## config.mk

```make
export PLATFORM = sky130hd
export DESIGN_NAME = morse_symbol_sequencer
export DESIGN_NICKNAME = d
export VERILOG_FILES = /design/src/mss_pkg.sv /design/src/morse_symbol_sequencer.sv /design/src/mss_rom.sv /design/src/mss_seq.sv /design/src/mss_dp.sv
export SDC_FILE = /design/constraint.sdc
export NUM_CORES = 1
export LEC_CHECK = 0
export BUFFER_PORTS_ARGS = -buffer_cell sky130_fd_sc_hd__buf_2
export CAP_MARGIN = 10
export CORE_MARGIN = 3
export CORE_UTILIZATION = 60
export CTS_CLUSTER_DIAMETER = 120
export DETAILED_ROUTE_END_ITERATION = 10
export MAX_ROUTING_LAYER = met4
export PLACE_DENSITY_LB_ADDON = 0.25
export SYNTH_ARGS = -nofsm -noshare
export SYNTH_HDL_FRONTEND = slang
export SYNTH_HIERARCHICAL = 1
export SYNTH_SLANG_ARGS = --single-unit
```

## constraint.sdc

```tcl
create_clock -name i_clk -period 5.5 [get_ports i_clk]
set_input_delay 0.825 -clock i_clk [delete_from_list [all_inputs] [get_ports i_clk]]
set_output_delay 0.825 -clock i_clk [all_outputs]
set_load 0.1 [all_outputs]
```

## src/mss_pkg.sv

```systemverilog
// mss_pkg: shared types, constants and the character code table for the
// Morse symbol sequencer. No dependencies.
`timescale 1ns / 1ps

package mss_pkg;

    localparam int UNIT_W  = 10;   // unit length register
    localparam int DUR_W   = 13;   // segment duration in ticks
    localparam int UNITS_W = 3;    // segment length in units
    localparam int PAT_W   = 6;    // longest symbol string
    localparam int LEN_W   = 3;    // symbol count
    localparam int CODE_W  = LEN_W + PAT_W;

    localparam logic [UNIT_W-1:0]  UNIT_TICKS_RST = UNIT_W'(100);

    localparam logic [UNITS_W-1:0] UNITS_DOT  = UNITS_W'(1);
    localparam logic [UNITS_W-1:0] UNITS_DASH = UNITS_W'(5);
    localparam logic [UNITS_W-1:0] UNITS_GAP  = UNITS_W'(3);
    localparam logic [UNITS_W-1:0] UNITS_WORD = UNITS_W'(6);

    localparam logic [7:0] CHR_SPACE   = 8'h20;
    localparam logic [7:0] CHR_STOP    = 8'h2E;
    localparam logic [7:0] CHR_QUERY   = 8'h3F;
    localparam logic [7:0] CHR_DIG_0   = 8'h30;
    localparam logic [7:0] CHR_DIG_9   = 8'h39;
    localparam logic [7:0] CHR_UPPER_A = 8'h41;
    localparam logic [7:0] CHR_UPPER_Z = 8'h5A;
    localparam logic [7:0] CHR_LOWER_A = 8'h61;
    localparam logic [7:0] CHR_LOWER_Z = 8'h7A;

    // {count, pattern}: pattern is left aligned, first symbol in the top bit,
    // 1 = dash, 0 = dot.
    localparam logic [CODE_W-1:0] ALPHA_CODE [26] = '{
        {3'd2, 6'b010000}, {3'd4, 6'b100000}, {3'd4, 6'b101000}, {3'd3, 6'b100000},
        {3'd1, 6'b000000}, {3'd4, 6'b001000}, {3'd3, 6'b110000}, {3'd4, 6'b000000},
        {3'd2, 6'b000000}, {3'd4, 6'b011100}, {3'd3, 6'b101000}, {3'd4, 6'b010000},
        {3'd2, 6'b110000}, {3'd2, 6'b100000}, {3'd3, 6'b111000}, {3'd4, 6'b011000},
        {3'd4, 6'b110100}, {3'd3, 6'b010000}, {3'd3, 6'b000000}, {3'd1, 6'b100000},
        {3'd3, 6'b001000}, {3'd4, 6'b000100}, {3'd3, 6'b011000}, {3'd4, 6'b100100},
        {3'd4, 6'b101100}, {3'd4, 6'b110000}
    };

    localparam logic [CODE_W-1:0] DIGIT_CODE [10] = '{
        {3'd5, 6'b111110}, {3'd5, 6'b011110}, {3'd5, 6'b001110}, {3'd5, 6'b000110},
        {3'd5, 6'b000010}, {3'd5, 6'b000000}, {3'd5, 6'b100000}, {3'd5, 6'b110000},
        {3'd5, 6'b111000}, {3'd5, 6'b111100}
    };

    localparam logic [CODE_W-1:0] STOP_CODE  = {3'd6, 6'b010101};
    localparam logic [CODE_W-1:0] QUERY_CODE = {3'd6, 6'b001100};

    typedef enum logic [1:0] {
        CLS_NONE,
        CLS_SYM,
        CLS_PUNCT,
        CLS_SPACE
    } t_cls;

    // Microprogram addresses
    typedef enum logic [2:0] {
        ST_FETCH,
        ST_LEAD,
        ST_SYM,
        ST_GAP,
        ST_CEND,
        ST_EXTRA,
        ST_SPACE
    } t_step;

    typedef enum logic [1:0] {
        U_GAP,
        U_WORD,
        U_SYM
    } t_unit;

    typedef enum logic [1:0] {
        L_NEVER,
        L_ALWAYS,
        L_NOT_PUNCT
    } t_last;

    typedef enum logic [2:0] {
        J_NEXT,
        J_ALWAYS,
        J_DISPATCH,
        J_CNT_MORE,
        J_NOT_PUNCT
    } t_jmp;

    typedef struct packed {
        logic  emit;
        logic  level;
        t_unit unit;
        t_last last;
        logic  shift;
        t_jmp  jmp;
        t_step target;
    } t_uop;

    typedef struct packed {
        t_cls             cls;
        logic [LEN_W-1:0] len;
        logic [PAT_W-1:0] pat;
    } t_code;

    // sequencer -> datapath
    typedef struct packed {
        logic load;
        logic step_go;
    } t_ctl;

    // datapath -> sequencer
    typedef struct packed {
        t_cls in_cls;
        logic punct;
        logic cnt_more;
        logic out_free;
    } t_stat;

    function automatic t_code decode_char(input logic [7:0] c);
        t_code             r;
        logic [CODE_W-1:0] e;
        r.cls = CLS_NONE;
        e     = '0;
        if ((c >= CHR_UPPER_A && c <= CHR_UPPER_Z) ||
            (c >= CHR_LOWER_A && c <= CHR_LOWER_Z)) begin
            e     = ALPHA_CODE[5'(c[4:0] - 5'd1)];
            r.cls = CLS_SYM;
        end else if (c >= CHR_DIG_0 && c <= CHR_DIG_9) begin
            e     = DIGIT_CODE[c[3:0]];
            r.cls = CLS_SYM;
        end else if (c == CHR_STOP) begin
            e     = STOP_CODE;
            r.cls = CLS_PUNCT;
        end else if (c == CHR_QUERY) begin
            e     = QUERY_CODE;
            r.cls = CLS_PUNCT;
        end else if (c == CHR_SPACE) begin
            r.cls = CLS_SPACE;
        end
        r.len = e[CODE_W-1:PAT_W];
        r.pat = e[PAT_W-1:0];
        return r;
    endfunction

endpackage

```

## src/morse_symbol_sequencer.sv

```systemverilog
// The first segment of a character is loaded into the output register by the step
// after its fetch, once the register has room. Throughput: one segment per cycle while
// the output is taken; an unmapped character uses only its fetch step. Segment rate is
// set by the microprogram step counter, one emitting step per cycle unless stalled.
// Reset (i_rst_n low, synchronous): step counter to fetch, output beat dropped,
// unit length back to 100 ticks.
`timescale 1ns / 1ps

// Top level of the Morse symbol sequencer. Depends on mss_pkg, mss_seq, mss_dp.
//
// Structure:
//   mss_seq - step counter plus a small microprogram ROM (mss_rom). Each
//             control word says whether to emit a segment, its level and unit
//             source, how to set the last flag and where to jump next.
//   mss_dp  - unit length register, left-shifting symbol pattern with its
//             count, a 3 x 10 bit duration multiply and the output register.
//
// Microprogram:
//   FETCH  wait for a character beat, dispatch on its class
//   LEAD   3-unit gap ahead of '.' and '?'
//   SYM    dot (1 unit) or dash (5 units) on
//   GAP    3-unit gap after a symbol; back to SYM while symbols remain
//   CEND   3-unit character gap; last unless punctuation
//   EXTRA  trailing 3-unit gap for punctuation, last
//   SPACE  single 6-unit off segment, last
//
// Input is only taken in FETCH; the output register holds one finished beat,
// so the next character can be accepted while the final segment still waits.
// Configuration writes are always accepted.

module morse_symbol_sequencer (
    input  logic                       i_clk,
    input  logic                       i_rst_n,
    // character channel
    input  logic                       i_in_valid,
    output logic                       o_in_ready,
    input  logic [7:0]                 i_character,
    // segment channel
    output logic                       o_out_valid,
    input  logic                       i_out_ready,
    output logic                       o_level,
    output logic [mss_pkg::DUR_W-1:0]  o_duration_ticks,
    output logic                       o_last,
    // configuration write channel
    input  logic                       i_cfg_valid,
    output logic                       o_cfg_ready,
    input  logic [mss_pkg::UNIT_W-1:0] i_cfg_unit_ticks
);

    mss_pkg::t_stat w_stat;
    mss_pkg::t_uop  w_uop;
    mss_pkg::t_ctl  w_ctl;

    // register has no side effects on the sequence, so writes never stall
    assign o_cfg_ready = 1'b1;

    mss_seq u_seq (
        .i_clk      (i_clk),
        .i_rst_n    (i_rst_n),
        .i_in_valid (i_in_valid),
        .i_stat     (w_stat),
        .o_in_ready (o_in_ready),
        .o_uop      (w_uop),
        .o_ctl      (w_ctl)
    );

    mss_dp u_dp (
        .i_clk            (i_clk),
        .i_rst_n          (i_rst_n),
        .i_ctl            (w_ctl),
        .i_uop            (w_uop),
        .i_character      (i_character),
        .i_cfg_valid      (i_cfg_valid),
        .i_cfg_unit_ticks (i_cfg_unit_ticks),
        .i_out_ready      (i_out_ready),
        .o_stat           (w_stat),
        .o_out_valid      (o_out_valid),
        .o_level          (o_level),
        .o_duration_ticks (o_duration_ticks),
        .o_last           (o_last)
    );

endmodule

```

## src/mss_rom.sv

```systemverilog
// mss_rom: microprogram store, one control word per step address.
// Depends on mss_pkg.
`timescale 1ns / 1ps

module mss_rom (
    input  mss_pkg::t_step i_step,
    output mss_pkg::t_uop  o_uop
);

    always_comb begin
        unique case (i_step)
            // wait for a character, branch on its class
            mss_pkg::ST_FETCH: o_uop = '{1'b0, 1'b0, mss_pkg::U_GAP, mss_pkg::L_NEVER,
                                         1'b0, mss_pkg::J_DISPATCH, mss_pkg::ST_FETCH};
            mss_pkg::ST_LEAD:  o_uop = '{1'b1, 1'b0, mss_pkg::U_GAP, mss_pkg::L_NEVER,
                                         1'b0, mss_pkg::J_NEXT, mss_pkg::ST_FETCH};
            mss_pkg::ST_SYM:   o_uop = '{1'b1, 1'b1, mss_pkg::U_SYM, mss_pkg::L_NEVER,
                                         1'b0, mss_pkg::J_NEXT, mss_pkg::ST_FETCH};
            // symbol gap, loop back while symbols remain
            mss_pkg::ST_GAP:   o_uop = '{1'b1, 1'b0, mss_pkg::U_GAP, mss_pkg::L_NEVER,
                                         1'b1, mss_pkg::J_CNT_MORE, mss_pkg::ST_SYM};
            mss_pkg::ST_CEND:  o_uop = '{1'b1, 1'b0, mss_pkg::U_GAP, mss_pkg::L_NOT_PUNCT,
                                         1'b0, mss_pkg::J_NOT_PUNCT, mss_pkg::ST_FETCH};
            mss_pkg::ST_EXTRA: o_uop = '{1'b1, 1'b0, mss_pkg::U_GAP, mss_pkg::L_ALWAYS,
                                         1'b0, mss_pkg::J_ALWAYS, mss_pkg::ST_FETCH};
            mss_pkg::ST_SPACE: o_uop = '{1'b1, 1'b0, mss_pkg::U_WORD, mss_pkg::L_ALWAYS,
                                         1'b0, mss_pkg::J_ALWAYS, mss_pkg::ST_FETCH};
            default:           o_uop = '{1'b0, 1'b0, mss_pkg::U_GAP, mss_pkg::L_NEVER,
                                         1'b0, mss_pkg::J_ALWAYS, mss_pkg::ST_FETCH};
        endcase
    end

endmodule

```

## src/mss_seq.sv

```systemverilog
// mss_seq: step counter with conditional jumps over the microprogram.
// Depends on mss_pkg and mss_rom.
`timescale 1ns / 1ps

module mss_seq (
    input  logic           i_clk,
    input  logic           i_rst_n,
    input  logic           i_in_valid,
    input  mss_pkg::t_stat i_stat,
    output logic           o_in_ready,
    output mss_pkg::t_uop  o_uop,
    output mss_pkg::t_ctl  o_ctl
);

    mss_pkg::t_step r_step;
    mss_pkg::t_step n_step;
    mss_pkg::t_step w_jump;
    mss_pkg::t_step w_inc;
    mss_pkg::t_uop  w_uop;
    logic           w_fetch;
    logic           w_go;

    mss_rom u_rom (
        .i_step (r_step),
        .o_uop  (w_uop)
    );

    always_ff @(posedge i_clk) begin
        if (!i_rst_n) begin
            r_step <= mss_pkg::ST_FETCH;
        end else begin
            r_step <= n_step;
        end
    end

    always_comb begin
        w_fetch = (r_step == mss_pkg::ST_FETCH);
        w_inc   = mss_pkg::t_step'(r_step + 3'd1);
        // emitting steps wait for room in the output register
        w_go    = w_fetch ? i_in_valid : (!w_uop.emit || i_stat.out_free);
        unique case (w_uop.jmp)
            mss_pkg::J_NEXT:      w_jump = w_inc;
            mss_pkg::J_ALWAYS:    w_jump = w_uop.target;
            mss_pkg::J_DISPATCH: begin
                unique case (i_stat.in_cls)
                    mss_pkg::CLS_SYM:   w_jump = mss_pkg::ST_SYM;
                    mss_pkg::CLS_PUNCT: w_jump = mss_pkg::ST_LEAD;
                    mss_pkg::CLS_SPACE: w_jump = mss_pkg::ST_SPACE;
                    default:            w_jump = mss_pkg::ST_FETCH;
                endcase
            end
            mss_pkg::J_CNT_MORE:  w_jump = i_stat.cnt_more ? w_uop.target : w_inc;
            mss_pkg::J_NOT_PUNCT: w_jump = !i_stat.punct ? w_uop.target : w_inc;
            default:              w_jump = mss_pkg::ST_FETCH;
        endcase
        n_step        = w_go ? w_jump : r_step;
        o_in_ready    = w_fetch;
        o_uop         = w_uop;
        o_ctl.load    = w_fetch && i_in_valid;
        o_ctl.step_go = w_go;
    end

endmodule

```

## src/mss_dp.sv

```systemverilog
// mss_dp: datapath - unit length register, symbol shifter and count,
// duration multiply and the output register. Depends on mss_pkg.
`timescale 1ns / 1ps

module mss_dp (
    input  logic                        i_clk,
    input  logic                        i_rst_n,
    input  mss_pkg::t_ctl               i_ctl,
    input  mss_pkg::t_uop               i_uop,
    input  logic [7:0]                  i_character,
    input  logic                        i_cfg_valid,
    input  logic [mss_pkg::UNIT_W-1:0]  i_cfg_unit_ticks,
    input  logic                        i_out_ready,
    output mss_pkg::t_stat              o_stat,
    output logic                        o_out_valid,
    output logic                        o_level,
    output logic [mss_pkg::DUR_W-1:0]   o_duration_ticks,
    output logic                        o_last
);

    logic [mss_pkg::UNIT_W-1:0]  r_unit_ticks;
    logic [mss_pkg::PAT_W-1:0]   r_pat;
    logic [mss_pkg::LEN_W-1:0]   r_cnt;
    mss_pkg::t_cls               r_cls;
    logic                        r_out_valid;
    logic                        r_level;
    logic [mss_pkg::DUR_W-1:0]   r_dur;
    logic                        r_last;

    mss_pkg::t_code              w_code;
    logic [mss_pkg::UNITS_W-1:0] w_units;
    logic [mss_pkg::DUR_W-1:0]   w_prod;
    logic                        w_last;
    logic                        w_load_out;

    always_comb begin
        w_code = mss_pkg::decode_char(i_character);
        unique case (i_uop.unit)
            mss_pkg::U_WORD: w_units = mss_pkg::UNITS_WORD;
            mss_pkg::U_SYM:  w_units = r_pat[mss_pkg::PAT_W-1] ? mss_pkg::UNITS_DASH
                                                               : mss_pkg::UNITS_DOT;
            default:         w_units = mss_pkg::UNITS_GAP;
        endcase
        w_prod = mss_pkg::DUR_W'(w_units) * mss_pkg::DUR_W'(r_unit_ticks);
        unique case (i_uop.last)
            mss_pkg::L_ALWAYS:    w_last = 1'b1;
            mss_pkg::L_NOT_PUNCT: w_last = (r_cls != mss_pkg::CLS_PUNCT);
            default:              w_last = 1'b0;
        endcase
        w_load_out = i_ctl.step_go && i_uop.emit;

        o_stat.in_cls   = w_code.cls;
        o_stat.punct    = (r_cls == mss_pkg::CLS_PUNCT);
        o_stat.cnt_more = (r_cnt > mss_pkg::LEN_W'(1));
        o_stat.out_free = !r_out_valid || i_out_ready;
    end

    always_ff @(posedge i_clk) begin
        if (!i_rst_n) begin
            r_unit_ticks <= mss_pkg::UNIT_TICKS_RST;
            r_out_valid  <= 1'b0;
        end else begin
            if (i_cfg_valid) begin
                r_unit_ticks <= i_cfg_unit_ticks;
            end
            if (w_load_out) begin
                r_out_valid <= 1'b1;
            end else if (i_out_ready) begin
                r_out_valid <= 1'b0;
            end
        end
    end

    always_ff @(posedge i_clk) begin
        if (i_ctl.load) begin
            r_pat <= w_code.pat;
            r_cnt <= w_code.len;
            r_cls <= w_code.cls;
        end else if (i_ctl.step_go && i_uop.shift) begin
            r_pat <= {r_pat[mss_pkg::PAT_W-2:0], 1'b0};
            r_cnt <= r_cnt - mss_pkg::LEN_W'(1);
        end
        if (w_load_out) begin
            r_level <= i_uop.level;
            r_dur   <= w_prod;
            r_last  <= w_last;
        end
    end

    assign o_out_valid      = r_out_valid;
    assign o_level          = r_level;
    assign o_duration_ticks = r_dur;
    assign o_last           = r_last;

endmodule

```

==> metrics.cfg <==
[clock_network]
postCtsSetupBuffers=0
clock_latency_ns=0.28
cts_tree=built
hold_buffers=0
clk_pin_slew_worst_paths_ns=0.07
clk_root_buffer_cell=clkbuf_8
clockBufferDepth=2
numCtsBuffers=5
cts_sinks=40
post_cts_resized=0
htreeDepth=2

[placement]
dp_hpwl_um=5780
gp_congestion=0.891
io_buffers=39
dpl_cell_area_um2=3800
dp.cells=490

[global_routing]
grt_first_pass_wirelength_um=12800
track_usage_pct=22.1
overflow=0
grt_pass1_vias=2736
antenna_found_initial=0
grt_max_degree=30

[die]
rows=27
die-area_um2=7080
initial_core_util_pct=64.1
die_h_um=84.1
core_um2=5710
ios=41
fp.dieW_um=84.1

[synthesis]
ys_ff_latch=40
synth_cells=405
yosys_warnings=6
ys_async_sr_fraction_pct=0
synth_cell_types=72
synth.top_cell.area_share_pct=21.3
yosysSeqAreaShare_pct=29.0
ys.flop_type=edfxtp_1
syn_area_um2=3660
synth_area_leader_cell=edfxtp_1
synth_edf_count=26
ys_top_cells_by_area=edfxtp_1, ha_1, dfxtp_1
synth_area_per_cell_um2=9.04

[hold_path]
worst_hold_startpoint=u_dp/r_pat[0]
min_path_type=flop to flop

[critical_path]
endpoint_kind=flop
reg2reg_from=u_seq/r_step[1]
worstSetupStartpointType=flop
path_max_fanout=11
worstPathArrival_ns=4.56
startpoint=u_seq/r_step[1]
required_ns=5.52
crit_type=flop to flop

[drt]
routed_wire_length_per_instance_um=14.9
ant_nets=0
drt_iter0_markers=146
vias_per_cell=5.90
totalWireLength_um=7400
drc=0
drtPass1Iterations=5
via_count=2938

[timing]
max_freq_mhz=220
timing.final.crit_share_pct=82.6
worst_slew_pin_slew_ns=1.09
hold_violations=0
fin_skew_ns=0.00596
finalSetupTns_ns=0
rsz0062_at_grt=false
relSlewSlack_pct=26.9
setup-violations-final=0
drv_slew=0
fin_crit_ns=4.54

[final_layout]
fillers=448
utilization_pct=68.4
layout.nets=484
drive_gt1_share_pct=15.5
fin_area_um2=3910
n_antenna_cell=0
area_growth_pct=6.70
fin_cells=498

[power]
leakagePower_nw=1.71
ir_drop_uv=178
power.density_nw_per_um2=243
finalPower_w=0.000950

[status]
status=finished clean

[run]
cap_violations=0

[cell type report]
| type | instances | area (um^2) | share of cell area (%) |
|---|---|---|---|
| inverters | 35 | 131 | 3.36 |
| multi-input cells | 304 | 2330 | 59.6 |
| well taps | 72 | 90.1 | 2.31 |
| clock inverters | 1 | 5.00 | 0.128 |
| flip-flops and latches | 40 | 1060 | 27.2 |
| clock buffers | 7 | 97.6 | 2.50 |
| repair buffers | 39 | 195 | 5.00 |
[path summary, 6_finish.rpt]
check	end	slack, ns	depth (start not counted)
setup / recovery	u_dp/o_duration_ticks[12]	0.96	13
hold / removal	u_dp/r_pat[1]	0.54	2
setup reg to reg	u_dp/o_duration_ticks[12]	0.96	13
hold reg to reg	u_dp/r_pat[1]	0.54	2
[flip-flops by register name (all words and copies together), names as in the netlist]
| name | cells |
|---|---|
| u_dp/o_duration_ticks | 13 |
| u_dp/o_last | 1 |
| u_dp/o_level | 1 |
| u_dp/o_out_valid | 1 |
| u_dp/r_cls | 2 |
| u_dp/r_cnt | 3 |
| u_dp/r_pat | 6 |
| u_dp/r_unit_ticks | 10 |
| u_seq/r_step | 3 |
[cell usage in the layout (no fill, tap or decap), types with 5 or more instances in the layout]
master	Yosys	final
buf_2	3	39
inv_1	35	35
nand2_1	27	27
nor2b_1	27	27
ha_1	27	27
edfxtp_1	26	26
nor2_1	24	24
a21oi_1	20	20
o21ai_0	19	19
mux2i_1	17	17
nand2b_1	16	16
dfxtp_1	14	14
fa_1	9	9
and2_1	8	8
xnor2_1	7	7
xor2_1	6	6
clkbuf_8	0	5
nor3b_1	5	5
nor3_1	5	5
o211ai_1	5	5
[synth_stat cells (3+ instances only)]
cell       n
inv_1     35
ha_1      27
nand2_1   27
nor2b_1   27
edfxtp_1  26
nor2_1    24
a21oi_1   20
o21ai_0   19
mux2i_1   17
nand2b_1  16
clkbuf_1  14
dfxtp_1   14
buf_4      9
fa_1       9
and2_1     8
xnor2_1    7
xor2_1     6
nor3_1     5
nor3b_1    5
o211ai_1   5
a21o_1     4
a31oi_1    4
nand3_1    4
buf_2      3
nand4_1    3
o21bai_1   3
or3_1      3
[per-stage QoR]
step,setup slack (ns),hold WS [ns]
6_report,0.960,0.542
4_1_cts,0.958,0.544
5_1_grt,0.546,0.576
2_1_floorplan,1.68,0.472
3_5_place_dp,0.970,0.522
3_3_place_gp,1.17,0.507
[where the power goes]
part / switching, W / internal (W)
clock network: 0.0000968 / 0.000116
logic: 0.000237 / 0.000120
registers: 0.0000170 / 0.000363
total: 0.000351 / 0.000599
[worst max-delay path: stages (launching register included)]
cell and delay, ns:
dfxtp_1 0.50, nor3b_1 0.38, ha_1 0.41, a21oi_1 0.11, nor2_1 0.44, and2_1 0.24, fa_1 0.40, ha_1 0.24
fa_1 0.42, a21o_1 0.17, a21oi_1 0.21, o21ai_0 0.17, o41ai_1 0.42, o21ai_0 0.16
[metal layers]
metal | routed length [um] | track usage [%]
met1 | 3390 | 29.4
met2 | 3530 | 35.8
met3 | 366 | 3.36
met4 | 116 | 4.68
met5 | 0 | -
[cell families after synthesis]
family / share of synthesized area (%)
xor gates and xnor gates: 3.86
other: 0.205
DFF: 29.0
muxes: 6.39
adders and majority gates: 14.7
buffers and inverters: 7.58
and+or+nand+nor: 22.2
AOI/OAI and AO/OA: 16.1
(Power assumes the default switching activity.)
